[config.mk]
export PLATFORM = sky130hd
export DESIGN_NAME = homology_hit_grouper_flat
export DESIGN_NICKNAME = d
export VERILOG_FILES = /design/src/hw/rtl/hhg_pkg.sv /design/src/hw/rtl/hhg_if.sv /design/src/hw/rtl/hhg_join.sv /design/src/hw/rtl/hhg_out_fifo.sv /design/src/hw/rtl/homology_hit_grouper.sv /design/src/flat_wrapper.sv
export SDC_FILE = /design/constraint.sdc
export NUM_CORES = 1
export LEC_CHECK = 0
export BUFFER_PORTS_ARGS = -buffer_cell sky130_fd_sc_hd__buf_2
export CORE_MARGIN = 2
export CORE_UTILIZATION = 55
export CTS_BUF_LIST = sky130_fd_sc_hd__clkbuf_16
export CTS_CLUSTER_DIAMETER = 200
export DETAILED_ROUTE_END_ITERATION = 6
export GPL_ROUTABILITY_DRIVEN = 0
export PLACE_DENSITY = 0.73
export SKIP_CTS_REPAIR_TIMING = 1
export SLEW_MARGIN = 25
export SYNTH_ARGS = -nofsm -noshare
export SYNTH_HDL_FRONTEND = slang
export SYNTH_SLANG_ARGS = --single-unit
[constraint.sdc]
create_clock -name clk -period 15.9 [get_ports clk]
set_input_delay 3.18 -clock clk [delete_from_list [all_inputs] [get_ports clk]]
set_output_delay 3.18 -clock clk [all_outputs]
set_load 0.01 [all_outputs]
[src/hw/rtl/hhg_pkg.sv]
// Shared types and constants for the homology hit grouper.
package hhg_pkg;

  localparam int CFG_BITS = 30;
  localparam int CFG_IDX_BITS = 2;

  // Register indexes of the configuration port.
  typedef enum logic [CFG_IDX_BITS-1:0] {
    CFG_SOURCE_GAP      = 2'd0,
    CFG_MITO_GAP        = 2'd1,
    CFG_WIDE_SOURCE_GAP = 2'd2,
    CFG_WIDE_MITO_GAP   = 2'd3
  } cfg_idx_t;

  localparam logic [CFG_BITS-1:0] RST_SOURCE_GAP      = 30'd5000;
  localparam logic [CFG_BITS-1:0] RST_MITO_GAP        = 30'd100;
  localparam logic [CFG_BITS-1:0] RST_WIDE_SOURCE_GAP = 30'd20000;
  localparam logic [CFG_BITS-1:0] RST_WIDE_MITO_GAP   = 30'd100;

  // Joining limits as held by the top level and used by the join test.
  typedef struct packed {
    logic [CFG_BITS-1:0] source_gap;
    logic [CFG_BITS-1:0] mito_gap;
    logic [CFG_BITS-1:0] wide_source_gap;
    logic [CFG_BITS-1:0] wide_mito_gap;
  } limits_t;

  // Result queue depth; one accepted hit can push two entries.
  localparam int OUT_DEPTH = 4;
  localparam int OUT_PTR_BITS = $clog2(OUT_DEPTH);

endpackage

[src/hw/rtl/hhg_if.sv]
// Valid/ready channel interfaces for hits and group results.
interface hhg_in_if #(
  parameter int COORD_BITS = 30
);
  logic                  valid;
  logic                  ready;
  logic [COORD_BITS-1:0] mito_begin;
  logic [COORD_BITS-1:0] mito_end;
  logic [COORD_BITS-1:0] src_begin;
  logic [COORD_BITS-1:0] src_end;
  logic                  last_in_set;

  modport source (output valid, mito_begin, mito_end, src_begin, src_end, last_in_set,
                  input ready);
  modport sink (input valid, mito_begin, mito_end, src_begin, src_end, last_in_set,
                output ready);
endinterface

interface hhg_out_if #(
  parameter int COORD_BITS = 30
);
  logic                  valid;
  logic                  ready;
  logic [COORD_BITS-1:0] group_start;
  logic [COORD_BITS-1:0] group_stop;
  logic                  last_of_run;

  modport source (output valid, group_start, group_stop, last_of_run, input ready);
  modport sink (input valid, group_start, group_stop, last_of_run, output ready);
endinterface

[src/hw/rtl/hhg_join.sv]
// Joining test of one hit against the tail of the open group.
module hhg_join
  import hhg_pkg::*;
#(
  parameter int COORD_BITS = 30
) (
  input  limits_t               limits,
  input  logic [COORD_BITS-1:0] tail_mito_begin,
  input  logic [COORD_BITS-1:0] tail_mito_end,
  input  logic [COORD_BITS-1:0] tail_src_end,
  input  logic [COORD_BITS-1:0] mito_begin,
  input  logic [COORD_BITS-1:0] mito_end,
  input  logic [COORD_BITS-1:0] src_begin,
  output logic                  joins
);

  // Two spare bits keep every difference and limit exact as a signed value.
  localparam int DW = ((COORD_BITS > CFG_BITS) ? COORD_BITS : CFG_BITS) + 2;

  logic signed [DW-1:0] tme_s, mb_s, sb_s, tse_s;
  logic signed [DW-1:0] src_gap_s, mito_gap_s, wide_src_s, wide_mito_s;
  logic signed [DW-1:0] d, g_rev, g_fwd;
  logic rev, fwd, plain_ok, rev_ok, fwd_ok, wide_src_ok;

  assign tme_s = $signed({{(DW-COORD_BITS){1'b0}}, tail_mito_end});
  assign mb_s  = $signed({{(DW-COORD_BITS){1'b0}}, mito_begin});
  assign sb_s  = $signed({{(DW-COORD_BITS){1'b0}}, src_begin});
  assign tse_s = $signed({{(DW-COORD_BITS){1'b0}}, tail_src_end});

  assign src_gap_s   = $signed({{(DW-CFG_BITS){1'b0}}, limits.source_gap});
  assign mito_gap_s  = $signed({{(DW-CFG_BITS){1'b0}}, limits.mito_gap});
  assign wide_src_s  = $signed({{(DW-CFG_BITS){1'b0}}, limits.wide_source_gap});
  assign wide_mito_s = $signed({{(DW-CFG_BITS){1'b0}}, limits.wide_mito_gap});

  assign d     = sb_s - tse_s;
  assign g_rev = tme_s - mb_s;
  assign g_fwd = mb_s - tme_s;

  assign rev = (tail_mito_begin > tail_mito_end) && (mito_begin > mito_end);
  assign fwd = (tail_mito_begin < tail_mito_end) && (mito_begin < mito_end);

  assign plain_ok    = d < src_gap_s;
  assign wide_src_ok = d < wide_src_s;

  assign rev_ok = ((tail_mito_end < mito_begin) && (tail_mito_end > mito_end))
               || ((g_rev > 0) && (g_rev < mito_gap_s))
               || (wide_src_ok && (g_rev < wide_mito_s));

  assign fwd_ok = ((tail_mito_end > mito_begin) && (tail_mito_end < mito_end))
               || ((g_fwd > 0) && (g_fwd < mito_gap_s))
               || (wide_src_ok && (g_fwd < wide_mito_s));

  assign joins = plain_ok || (rev && rev_ok) || (fwd && fwd_ok);

endmodule

[src/hw/rtl/hhg_out_fifo.sv]
// Result queue taking up to two results per cycle; pops one when ready.
module hhg_out_fifo
  import hhg_pkg::*;
#(
  parameter int COORD_BITS = 30
) (
  input  logic                  clk,
  input  logic                  rst_n,
  input  logic [1:0]            push_cnt,
  input  logic [COORD_BITS-1:0] start0,
  input  logic [COORD_BITS-1:0] stop0,
  input  logic                  last0,
  input  logic [COORD_BITS-1:0] start1,
  input  logic [COORD_BITS-1:0] stop1,
  output logic                  room2,
  hhg_out_if.source             out_ch
);

  logic [COORD_BITS-1:0] start_r [OUT_DEPTH];
  logic [COORD_BITS-1:0] stop_r  [OUT_DEPTH];
  logic                  last_r  [OUT_DEPTH];

  logic [OUT_PTR_BITS-1:0] wr_ptr_r, wr_ptr_nxt, rd_ptr_r, rd_ptr_nxt, wr_ptr_p1;
  logic [OUT_PTR_BITS:0]   count_r, count_nxt;
  logic                    pop;

  assign pop        = out_ch.valid && out_ch.ready;
  assign wr_ptr_p1  = wr_ptr_r + OUT_PTR_BITS'(1);
  assign wr_ptr_nxt = wr_ptr_r + OUT_PTR_BITS'(push_cnt);
  assign rd_ptr_nxt = rd_ptr_r + OUT_PTR_BITS'(pop);
  assign count_nxt  = count_r + (OUT_PTR_BITS+1)'(push_cnt) - (OUT_PTR_BITS+1)'(pop);

  assign room2 = count_r <= (OUT_PTR_BITS+1)'(OUT_DEPTH - 2);

  assign out_ch.valid       = count_r != '0;
  assign out_ch.group_start = start_r[rd_ptr_r];
  assign out_ch.group_stop  = stop_r[rd_ptr_r];
  assign out_ch.last_of_run = last_r[rd_ptr_r];

  always_ff @(posedge clk) begin
    if (!rst_n) begin
      wr_ptr_r <= '0;
      rd_ptr_r <= '0;
      count_r  <= '0;
    end else begin
      wr_ptr_r <= wr_ptr_nxt;
      rd_ptr_r <= rd_ptr_nxt;
      count_r  <= count_nxt;
    end
  end

  always_ff @(posedge clk) begin
    if (push_cnt != 2'd0) begin
      start_r[wr_ptr_r] <= start0;
      stop_r[wr_ptr_r]  <= stop0;
      last_r[wr_ptr_r]  <= last0;
    end
    if (push_cnt == 2'd2) begin
      start_r[wr_ptr_p1] <= start1;
      stop_r[wr_ptr_p1]  <= stop1;
      last_r[wr_ptr_p1]  <= 1'b1;
    end
  end

endmodule

[src/hw/rtl/homology_hit_grouper.sv]
// A group result is written into the result queue when the hit that closes it is accepted.
// Throughput: one hit per cycle while hits close at most one group each and the output is
// ready; a hit that yields two results needs one beat of the single-beat output port for each.
// The four-entry result queue accepts a hit whenever two entries are free.
// Synchronous active-low reset: limits return to defaults, no group is open, queue empties.
module homology_hit_grouper
  import hhg_pkg::*;
#(
  parameter int COORD_BITS = 30
) (
  input  logic                    clk,
  input  logic                    rst_n,
  input  logic                    cfg_we,
  input  logic [CFG_IDX_BITS-1:0] cfg_idx,
  input  logic [CFG_BITS-1:0]     cfg_data,
  hhg_in_if.sink                  in_ch,
  hhg_out_if.source               out_ch
);

  limits_t               limits_r;
  logic                  group_open_r;
  logic [COORD_BITS-1:0] open_src_begin_r;
  logic [COORD_BITS-1:0] tail_mito_begin_r;
  logic [COORD_BITS-1:0] tail_mito_end_r;
  logic [COORD_BITS-1:0] tail_src_end_r;

  logic                  joins, accept, joined, close_old, room2;
  logic [1:0]            push_cnt;
  logic [COORD_BITS-1:0] new_start, start0, stop0;
  logic                  last0;

  hhg_join #(.COORD_BITS(COORD_BITS)) u_join (
    .limits          (limits_r),
    .tail_mito_begin (tail_mito_begin_r),
    .tail_mito_end   (tail_mito_end_r),
    .tail_src_end    (tail_src_end_r),
    .mito_begin      (in_ch.mito_begin),
    .mito_end        (in_ch.mito_end),
    .src_begin       (in_ch.src_begin),
    .joins           (joins)
  );

  assign in_ch.ready = room2;
  assign accept      = in_ch.valid && in_ch.ready;
  assign joined      = group_open_r && joins;
  assign close_old   = group_open_r && !joins;

  // The group the hit ends up in: the open one if it joined, else its own.
  assign new_start = joined ? open_src_begin_r : in_ch.src_begin;

  // With an old group closing, it goes first and the flushed group, if any, second.
  always_comb begin
    push_cnt = 2'd0;
    start0   = new_start;
    stop0    = in_ch.src_end;
    last0    = 1'b1;
    if (accept) begin
      if (close_old) begin
        start0   = open_src_begin_r;
        stop0    = tail_src_end_r;
        last0    = !in_ch.last_in_set;
        push_cnt = in_ch.last_in_set ? 2'd2 : 2'd1;
      end else begin
        push_cnt = in_ch.last_in_set ? 2'd1 : 2'd0;
      end
    end
  end

  hhg_out_fifo #(.COORD_BITS(COORD_BITS)) u_out (
    .clk      (clk),
    .rst_n    (rst_n),
    .push_cnt (push_cnt),
    .start0   (start0),
    .stop0    (stop0),
    .last0    (last0),
    .start1   (new_start),
    .stop1    (in_ch.src_end),
    .room2    (room2),
    .out_ch   (out_ch)
  );

  always_ff @(posedge clk) begin
    if (!rst_n) begin
      limits_r.source_gap      <= RST_SOURCE_GAP;
      limits_r.mito_gap        <= RST_MITO_GAP;
      limits_r.wide_source_gap <= RST_WIDE_SOURCE_GAP;
      limits_r.wide_mito_gap   <= RST_WIDE_MITO_GAP;
    end else if (cfg_we) begin
      case (cfg_idx_t'(cfg_idx))
        CFG_SOURCE_GAP:      limits_r.source_gap      <= cfg_data;
        CFG_MITO_GAP:        limits_r.mito_gap        <= cfg_data;
        CFG_WIDE_SOURCE_GAP: limits_r.wide_source_gap <= cfg_data;
        CFG_WIDE_MITO_GAP:   limits_r.wide_mito_gap   <= cfg_data;
        default: ;
      endcase
    end
  end

  always_ff @(posedge clk) begin
    if (!rst_n) begin
      group_open_r      <= 1'b0;
      open_src_begin_r  <= '0;
      tail_mito_begin_r <= '0;
      tail_mito_end_r   <= '0;
      tail_src_end_r    <= '0;
    end else if (accept) begin
      group_open_r      <= !in_ch.last_in_set;
      open_src_begin_r  <= new_start;
      tail_mito_begin_r <= in_ch.mito_begin;
      tail_mito_end_r   <= in_ch.mito_end;
      tail_src_end_r    <= in_ch.src_end;
    end
  end

endmodule

[src/flat_wrapper.sv]
// flat-port wrapper written by rule: the top's interface ports become plain ports
module homology_hit_grouper_flat import hhg_pkg::*;
#(
  parameter int COORD_BITS = 30
)
  (clk, rst_n, cfg_we, cfg_idx, cfg_data, in_ch_valid, in_ch_mito_begin, in_ch_mito_end, in_ch_src_begin, in_ch_src_end, in_ch_last_in_set, in_ch_ready, out_ch_valid, out_ch_group_start, out_ch_group_stop, out_ch_last_of_run, out_ch_ready);
  hhg_in_if #(.COORD_BITS(COORD_BITS)) in_ch_i ();
  hhg_out_if #(.COORD_BITS(COORD_BITS)) out_ch_i ();
  input  logic clk;
  input  logic rst_n;
  input  logic cfg_we;
  input  logic [CFG_IDX_BITS-1:0] cfg_idx;
  input  logic [CFG_BITS-1:0] cfg_data;
  input wire logic [$bits(in_ch_i.valid)-1:0] in_ch_valid;
  input wire logic [$bits(in_ch_i.mito_begin)-1:0] in_ch_mito_begin;
  input wire logic [$bits(in_ch_i.mito_end)-1:0] in_ch_mito_end;
  input wire logic [$bits(in_ch_i.src_begin)-1:0] in_ch_src_begin;
  input wire logic [$bits(in_ch_i.src_end)-1:0] in_ch_src_end;
  input wire logic [$bits(in_ch_i.last_in_set)-1:0] in_ch_last_in_set;
  output wire logic [$bits(in_ch_i.ready)-1:0] in_ch_ready;
  output wire logic [$bits(out_ch_i.valid)-1:0] out_ch_valid;
  output wire logic [$bits(out_ch_i.group_start)-1:0] out_ch_group_start;
  output wire logic [$bits(out_ch_i.group_stop)-1:0] out_ch_group_stop;
  output wire logic [$bits(out_ch_i.last_of_run)-1:0] out_ch_last_of_run;
  input wire logic [$bits(out_ch_i.ready)-1:0] out_ch_ready;
  assign in_ch_i.valid = in_ch_valid;
  assign in_ch_i.mito_begin = in_ch_mito_begin;
  assign in_ch_i.mito_end = in_ch_mito_end;
  assign in_ch_i.src_begin = in_ch_src_begin;
  assign in_ch_i.src_end = in_ch_src_end;
  assign in_ch_i.last_in_set = in_ch_last_in_set;
  assign in_ch_ready = in_ch_i.ready;
  assign out_ch_valid = out_ch_i.valid;
  assign out_ch_group_start = out_ch_i.group_start;
  assign out_ch_group_stop = out_ch_i.group_stop;
  assign out_ch_last_of_run = out_ch_i.last_of_run;
  assign out_ch_i.ready = out_ch_ready;
  homology_hit_grouper #(.COORD_BITS(COORD_BITS)) u_core (.clk(clk), .rst_n(rst_n), .cfg_we(cfg_we), .cfg_idx(cfg_idx), .cfg_data(cfg_data), .in_ch(in_ch_i), .out_ch(out_ch_i));
endmodule
==> flow_summary.toml, run 1 <==
[synthesis]
synthAdderAreaFrac = 0.140
netlist_area_um2 = 32900
yosys-mux-area-fraction = 0.126
synth_top_flop_cell = "dfxtp_1"
synth_top_family_by_area = "simple AND/OR/NAND/NOR gates"
synth_fp_nets = 3946
netlist-cell-type-count = 82
synthSimpleGateAreaFrac = 0.146
ys_seq_area_frac = 0.372
synth_compound_gate_area_share = 0.140
avgSynthCellArea_um2 = 9.62
ys_ff_latch = 492
synth_edf_count = 240
synthArstFlopShare = 0
synth_xor_xnor_area_share = 0.0202
syn_inst = 3423
ys_warn_count = 0

[timing]
finalSetupTns_ns = 0
min_period_ns = 10.71
clock.fmax_mhz = 93.3
rsz0062_at_grt = "no"
finalHoldViolations = 0
hold_slack_ns = 0.455
final-max-slew-violation-count = 0
clock_skew_ns = 0.0287
fin_crit_sh = 0.674
tightest_slew_ns = 1.02
slew_headroom = 0.318
setup_viol = 0

[pwr]
powerDensity_nw_per_um2 = 134
vdd_drop_max_mv = 0.110
power.leakage_nw = 14.3
total_power_mw = 4.87

[critical_path]
critPathLaunchType = "input port"
critPathKind = "input port to register"
r2r_slack_ns = 7.42
worstPathArrival_ns = 11.10
cp-end-kind = "register"
cp_max_fo = 64
worstPathRequired_ns = 16.29

[cts]
insertion_delay_ns = 0.64
cts_max_level = 2
cts_buffers = 54
cts.root.buffer_cell = "clkbuf_16"
clk_path_buf_depth = 3
tritoncts = "done"
path_clk_slew_ns = 0.06
clock_sinks = 492

[global_routing]
antenna_found_initial = 12
grt_pass1_wl_um = 145000
overflow = 0
grt_pass1_vias = 25900
grtUsageTotal = 0.295
grt_max_degree = 119

[floorplan]
die-area_um2 = 61800
initial_utilization = 0.557
rows = 89
core_um2 = 59100
ios = 221
die_y_um = 249
die_x_um = 249

[place]
postPlaceCellArea_um2 = 34400
port_buffers = 220
place_hpwl_um = 66100

[cells_and_area]
syn_to_final_growth_pct = 10.1
fin_nets = 4070
final_core_util = 0.613
final_area_um2 = 36300
layout-drive-gt1-share = 0.182
mostFrequentLayoutCell = "nand2_1"
mostFrequentLayoutCells = "nand2_1 (514), ha_1 (361), a21oi_1 (359)"

[min_path]
hp-class = "register to register"

[routing]
avgRoutedWirePerCell_um = 21.3
routed_wl_um = 93200
dr_total_vias = 26900
drtIter0Drc = 2563
drc = 10
ant_nets = 0
firstDrtPassIters = 7
vias_per_cell = 6.14

[status]
failed_checks = "DRC"
status = "complete, but fails checks"

[run]
maxCapViolCount = 0
worst paths after layout:
kind                                 start                           to  cells past startpoint
setup reg to reg  u_core.tail_src_end_r[0]  u_core.u_out.start_r[1][11]                     31
setup / recovery       in_ch_mito_begin[7]  u_core.u_out.start_r[1][11]                     28
hold reg to reg        u_core.limits_r[70]          u_core.limits_r[70]                      2
hold / removal         u_core.limits_r[70]          u_core.limits_r[70]                      2
flip-flops by register name, indices dropped and copies added, names as in the netlist:
name                      cells
u_core.limits_r             120
u_core.u_out.start_r        120
u_core.u_out.stop_r         120
u_core.open_src_begin_r      30
u_core.tail_mito_begin_r     30
u_core.tail_mito_end_r       30
u_core.tail_src_end_r        30
u_core.u_out.last_r           4
u_core.u_out.count_r          3
u_core.u_out.rd_ptr_r         2
u_core.u_out.wr_ptr_r         2
u_core.group_open_r           1
layout make-up:
class | instances | area, µm²
inverter | 271 | 1020
multi-input combinational | 2485 | 18900
clock inverter | 46 | 423
clock buffer | 55 | 1380
fill | 4921 | 22900
tap | 773 | 967
timing repair buffer | 243 | 1280
antenna | 6 | 15.0
sequential | 492 | 12300
synth_stat cells (37+ instances only):
cell	instances	share of area
xnor2_1	49	0.013
clkbuf_1	132	0.015
nor3_1	37	0.0056
nand4b_1	62	0.016
o21ai_0	94	0.014
dfxtp_1	252	0.15
a21oi_1	359	0.055
nand2_1	515	0.059
a21o_1	88	0.020
inv_1	271	0.031
nand4_1	108	0.021
nor2_1	89	0.010
mux2_2	211	0.072
edfxtp_1	240	0.22
ha_1	361	0.14
mux4_2	61	0.042
nand3_1	70	0.011
o211ai_1	37	0.0084
power breakdown:
group,total (mW),internal (mW),switching (mW)
clock,1.28,0.741,0.541
combinational,1.94,0.803,1.13
sequential,1.65,1.52,0.133
total,4.87,3.06,1.81
stage by stage:
stage	instances	setup slack (ns)
after floorplan	3423	2.67
after global placement	4264	4.90
after detailed placement	4264	4.75
after CTS	4365	5.37
after global routing	4371	4.65
final	4371	5.19
layer usage:
metal  routed length, µm  GRT usage  part of all wire  vias to the layer above
met1               40000      0.400              0.43                    12900
met3                6740     0.0452             0.072                      180
li1                    -          -                 -                    12700
met2               42500      0.475              0.46                     1059
met5                  81          0           0.00087                        -
met4                3830      0.121             0.041                       12
worst max-delay path, cell delays in order:
cell and delay [ns]:
buf_2 0.14, inv_1 0.06, ha_1 0.53, and3_1 0.30
a21bo_2 0.27, a31oi_1 0.26, o21a_1 0.25, a2111oi_0 0.12
a2111oi_0 0.53, buf_4 0.23, ha_1 0.24, a21o_1 0.18
a21o_1 0.17, a21o_1 0.16, a21o_1 0.17, a21oi_1 0.13
nor2b_1 0.06, a2111oi_0 0.30, nand3_1 0.16, o21ai_0 0.56
a21oi_4 0.03, buf_4 0.33, and2_1 0.28, ha_1 0.33
nor3_1 0.68, a21o_1 0.22, a21bo_2 0.75, mux2_2 0.43
logic make-up after synthesis:
family | count (synthesis)
muxes | 302
xor gates and xnor gates | 76
AOI/OAI and AO/OA | 747
and+or+nand+nor | 995
buffers and inverters | 446
DFF | 492
adders and majority gates | 365
Note: power is estimated with default switching activity, not from simulation.
==> run 2, diff against run 1 <==
PLACE_DENSITY = 0.75   (was 0.73)
clock period = 9.2 ns   (was 15.9 ns; I/O delays follow)
==> run 2 against run 1 <==
- the flow still finishes with violations (DRC)
- global-route usage down 0.11 points
- non-clock buffer count grew 28
- clock-buffer cell count fell by 3
- power rose by 71%
- die area stayed put
- critical path depth increased by 2
- clock skew is 0.0069 ns lower
- design area up 0.58%
- critical path type unchanged
==> flow_summary.toml, run 2 (synthesis results as in run 1) <==
[status]
status = "complete, but fails checks"
failed_checks = "DRC"

[global_routing]
overflow = 0
grtUsageTotal = 0.294
grt_max_degree = 104
grt_pass1_vias = 26000
antenna_found_initial = 11
grt_pass1_wl_um = 145000

[routing]
top_layer = "met5"
dr_total_vias = 27000
drc = 22
met2WireLength_um = 41900
avgRoutedWirePerCell_um = 21.1
drtIter0Drc = 2381
routed_wl_um = 92600
detailroute.wirelength.met3_um = 7080
vias_per_cell = 6.15
ant_nets = 0
firstDrtPassIters = 7
routedLengthMet1_um = 39400

[floorplan]
die_y_um = 249
core_um2 = 59100
die_x_um = 249
die-area_um2 = 61800
initial_utilization = 0.557
ios = 221
rows = 89

[timing]
min_period_ns = 8.39
finalSetupTns_ns = 0
fin_ws_ns = 0.810
rsz0062_at_grt = "no"
fin_crit_sh = 0.912
tightest_slew_ns = 1.03
setup_viol = 0
finalHoldViolations = 0
final-max-slew-violation-count = 0
slew_headroom = 0.308
clock_skew_ns = 0.0219
clock.fmax_mhz = 119

[pwr]
powerDensity_nw_per_um2 = 229
power.leakage_nw = 14.4
vdd_drop_max_mv = 0.154

[place]
place_hpwl_um = 66400
place_worst_setup_slack_ns = 0.268
port_buffers = 220
postPlaceCellArea_um2 = 34800

[critical_path]
max_stage_delay_ns = 0.77
critPathKind = "input port to register"
worstPathRequired_ns = 9.53
slowest_stage = "o21ai_0"
cp_max_fo = 42
r2r.worst_path.cells = 29
critPathLaunchType = "input port"
reg2reg_to = "u_core.u_out.stop_r[2][7]"
cp-end-kind = "register"
crit_buf_inv = 6
worstPathArrival_ns = 8.72
r2r_slack_ns = 1.69
crit_family = "compound AO/OA/AOI/OAI gates"
rr_startpoint = "u_core.tail_src_end_r[10]"

[cells_and_area]
mostFrequentLayoutCells = "nand2_1 (514), ha_1 (361), a21oi_1 (359)"
reg_top3 = "u_core.limits_r (120), u_core.u_out.start_r (120), u_core.u_out.stop_r (120)"
fin_nets = 4095
syn_to_final_growth_pct = 10.8
final_area_um2 = 36500
mostFrequentLayoutCell = "nand2_1"
final_core_util = 0.617
layout-drive-gt1-share = 0.188

[cts]
clock_sinks = 492
cts_buffers = 51
cts.root.buffer_cell = "clkbuf_16"
cts_max_level = 2
tritoncts = "done"
insertion_delay_ns = 0.61
clk_path_buf_depth = 3
path_clk_slew_ns = 0.06

[min_path]
hold_start = "u_core.limits_r[105]"
hold_path_depth = 2
worstHoldEndpoint = "u_core.limits_r[105]"
hp-class = "register to register"

[run]
maxCapViolCount = 0
==> run 2: tightest hold or removal path, delay by kind of cell, from the launching register on <==
| family | cells | cell delay, ns |
|---|---|---|
| AND/OR/NAND/NOR | 1 | 0.05 |
| AO/OA/AOI/OAI | 1 | 0.05 |
| flip-flops | 1 | 0.31 |
==> run 2: cell type report <==
| cell class | count | area [µm²] |
|---|---|---|
| fill | 4895 | 22700 |
| tap | 773 | 967 |
| antenna | 5 | 12.5 |
| clock inverter | 42 | 360 |
| clock buffer | 52 | 1300 |
| sequential | 492 | 12300 |
| inverter | 271 | 1020 |
| timing repair buffer | 271 | 1620 |
| multi-input combinational | 2485 | 18900 |
==> run 2: routing by layer <==
metal  vias to the layer above  global-route usage
li1                      12800                   -
met2                      1097               0.467
met4                        10               0.129
met1                     12900               0.400
met5                         -                   0
met3                       169              0.0458
==> run 2: through the flow <==
step	hold WS, ns	total power, mW	std cells
after floorplan	0.434	5.18	3423
after global placement	0.442	6.18	4292
after detailed placement	0.447	6.25	4292
after CTS	0.456	8.32	4386
after global routing	0.473	8.80	4390
final	0.455	8.34	4391
==> run 2: how the worst max path moves through the flow <==
| stage | depth (start not counted) | to | startpoint |
|---|---|---|---|
| after floorplan | 25 | u_core.u_out.start_r[1][0] | in_ch_mito_begin[19] |
| after global placement | 30 | u_core.u_out.start_r[2][20] | in_ch_src_begin[0] |
| after detailed placement | 30 | u_core.u_out.start_r[2][11] | in_ch_src_begin[0] |
| after CTS | 30 | u_core.u_out.stop_r[2][5] | in_ch_src_begin[0] |
| after global routing | 32 | u_core.u_out.stop_r[2][5] | in_ch_src_begin[0] |
| final | 30 | u_core.u_out.stop_r[2][5] | in_ch_src_begin[0] |
==> run 2: where the power goes <==
group / switching, mW / total (mW) / leakage [nW] / internal, mW
Sequential: 0.258 / 2.88 / 4.25 / 2.62
Combinational: 1.95 / 3.39 / 9.30 / 1.44
Clock: 0.895 / 2.06 / 0.859 / 1.17
Total: 3.10 / 8.34 / 14.4 / 5.24
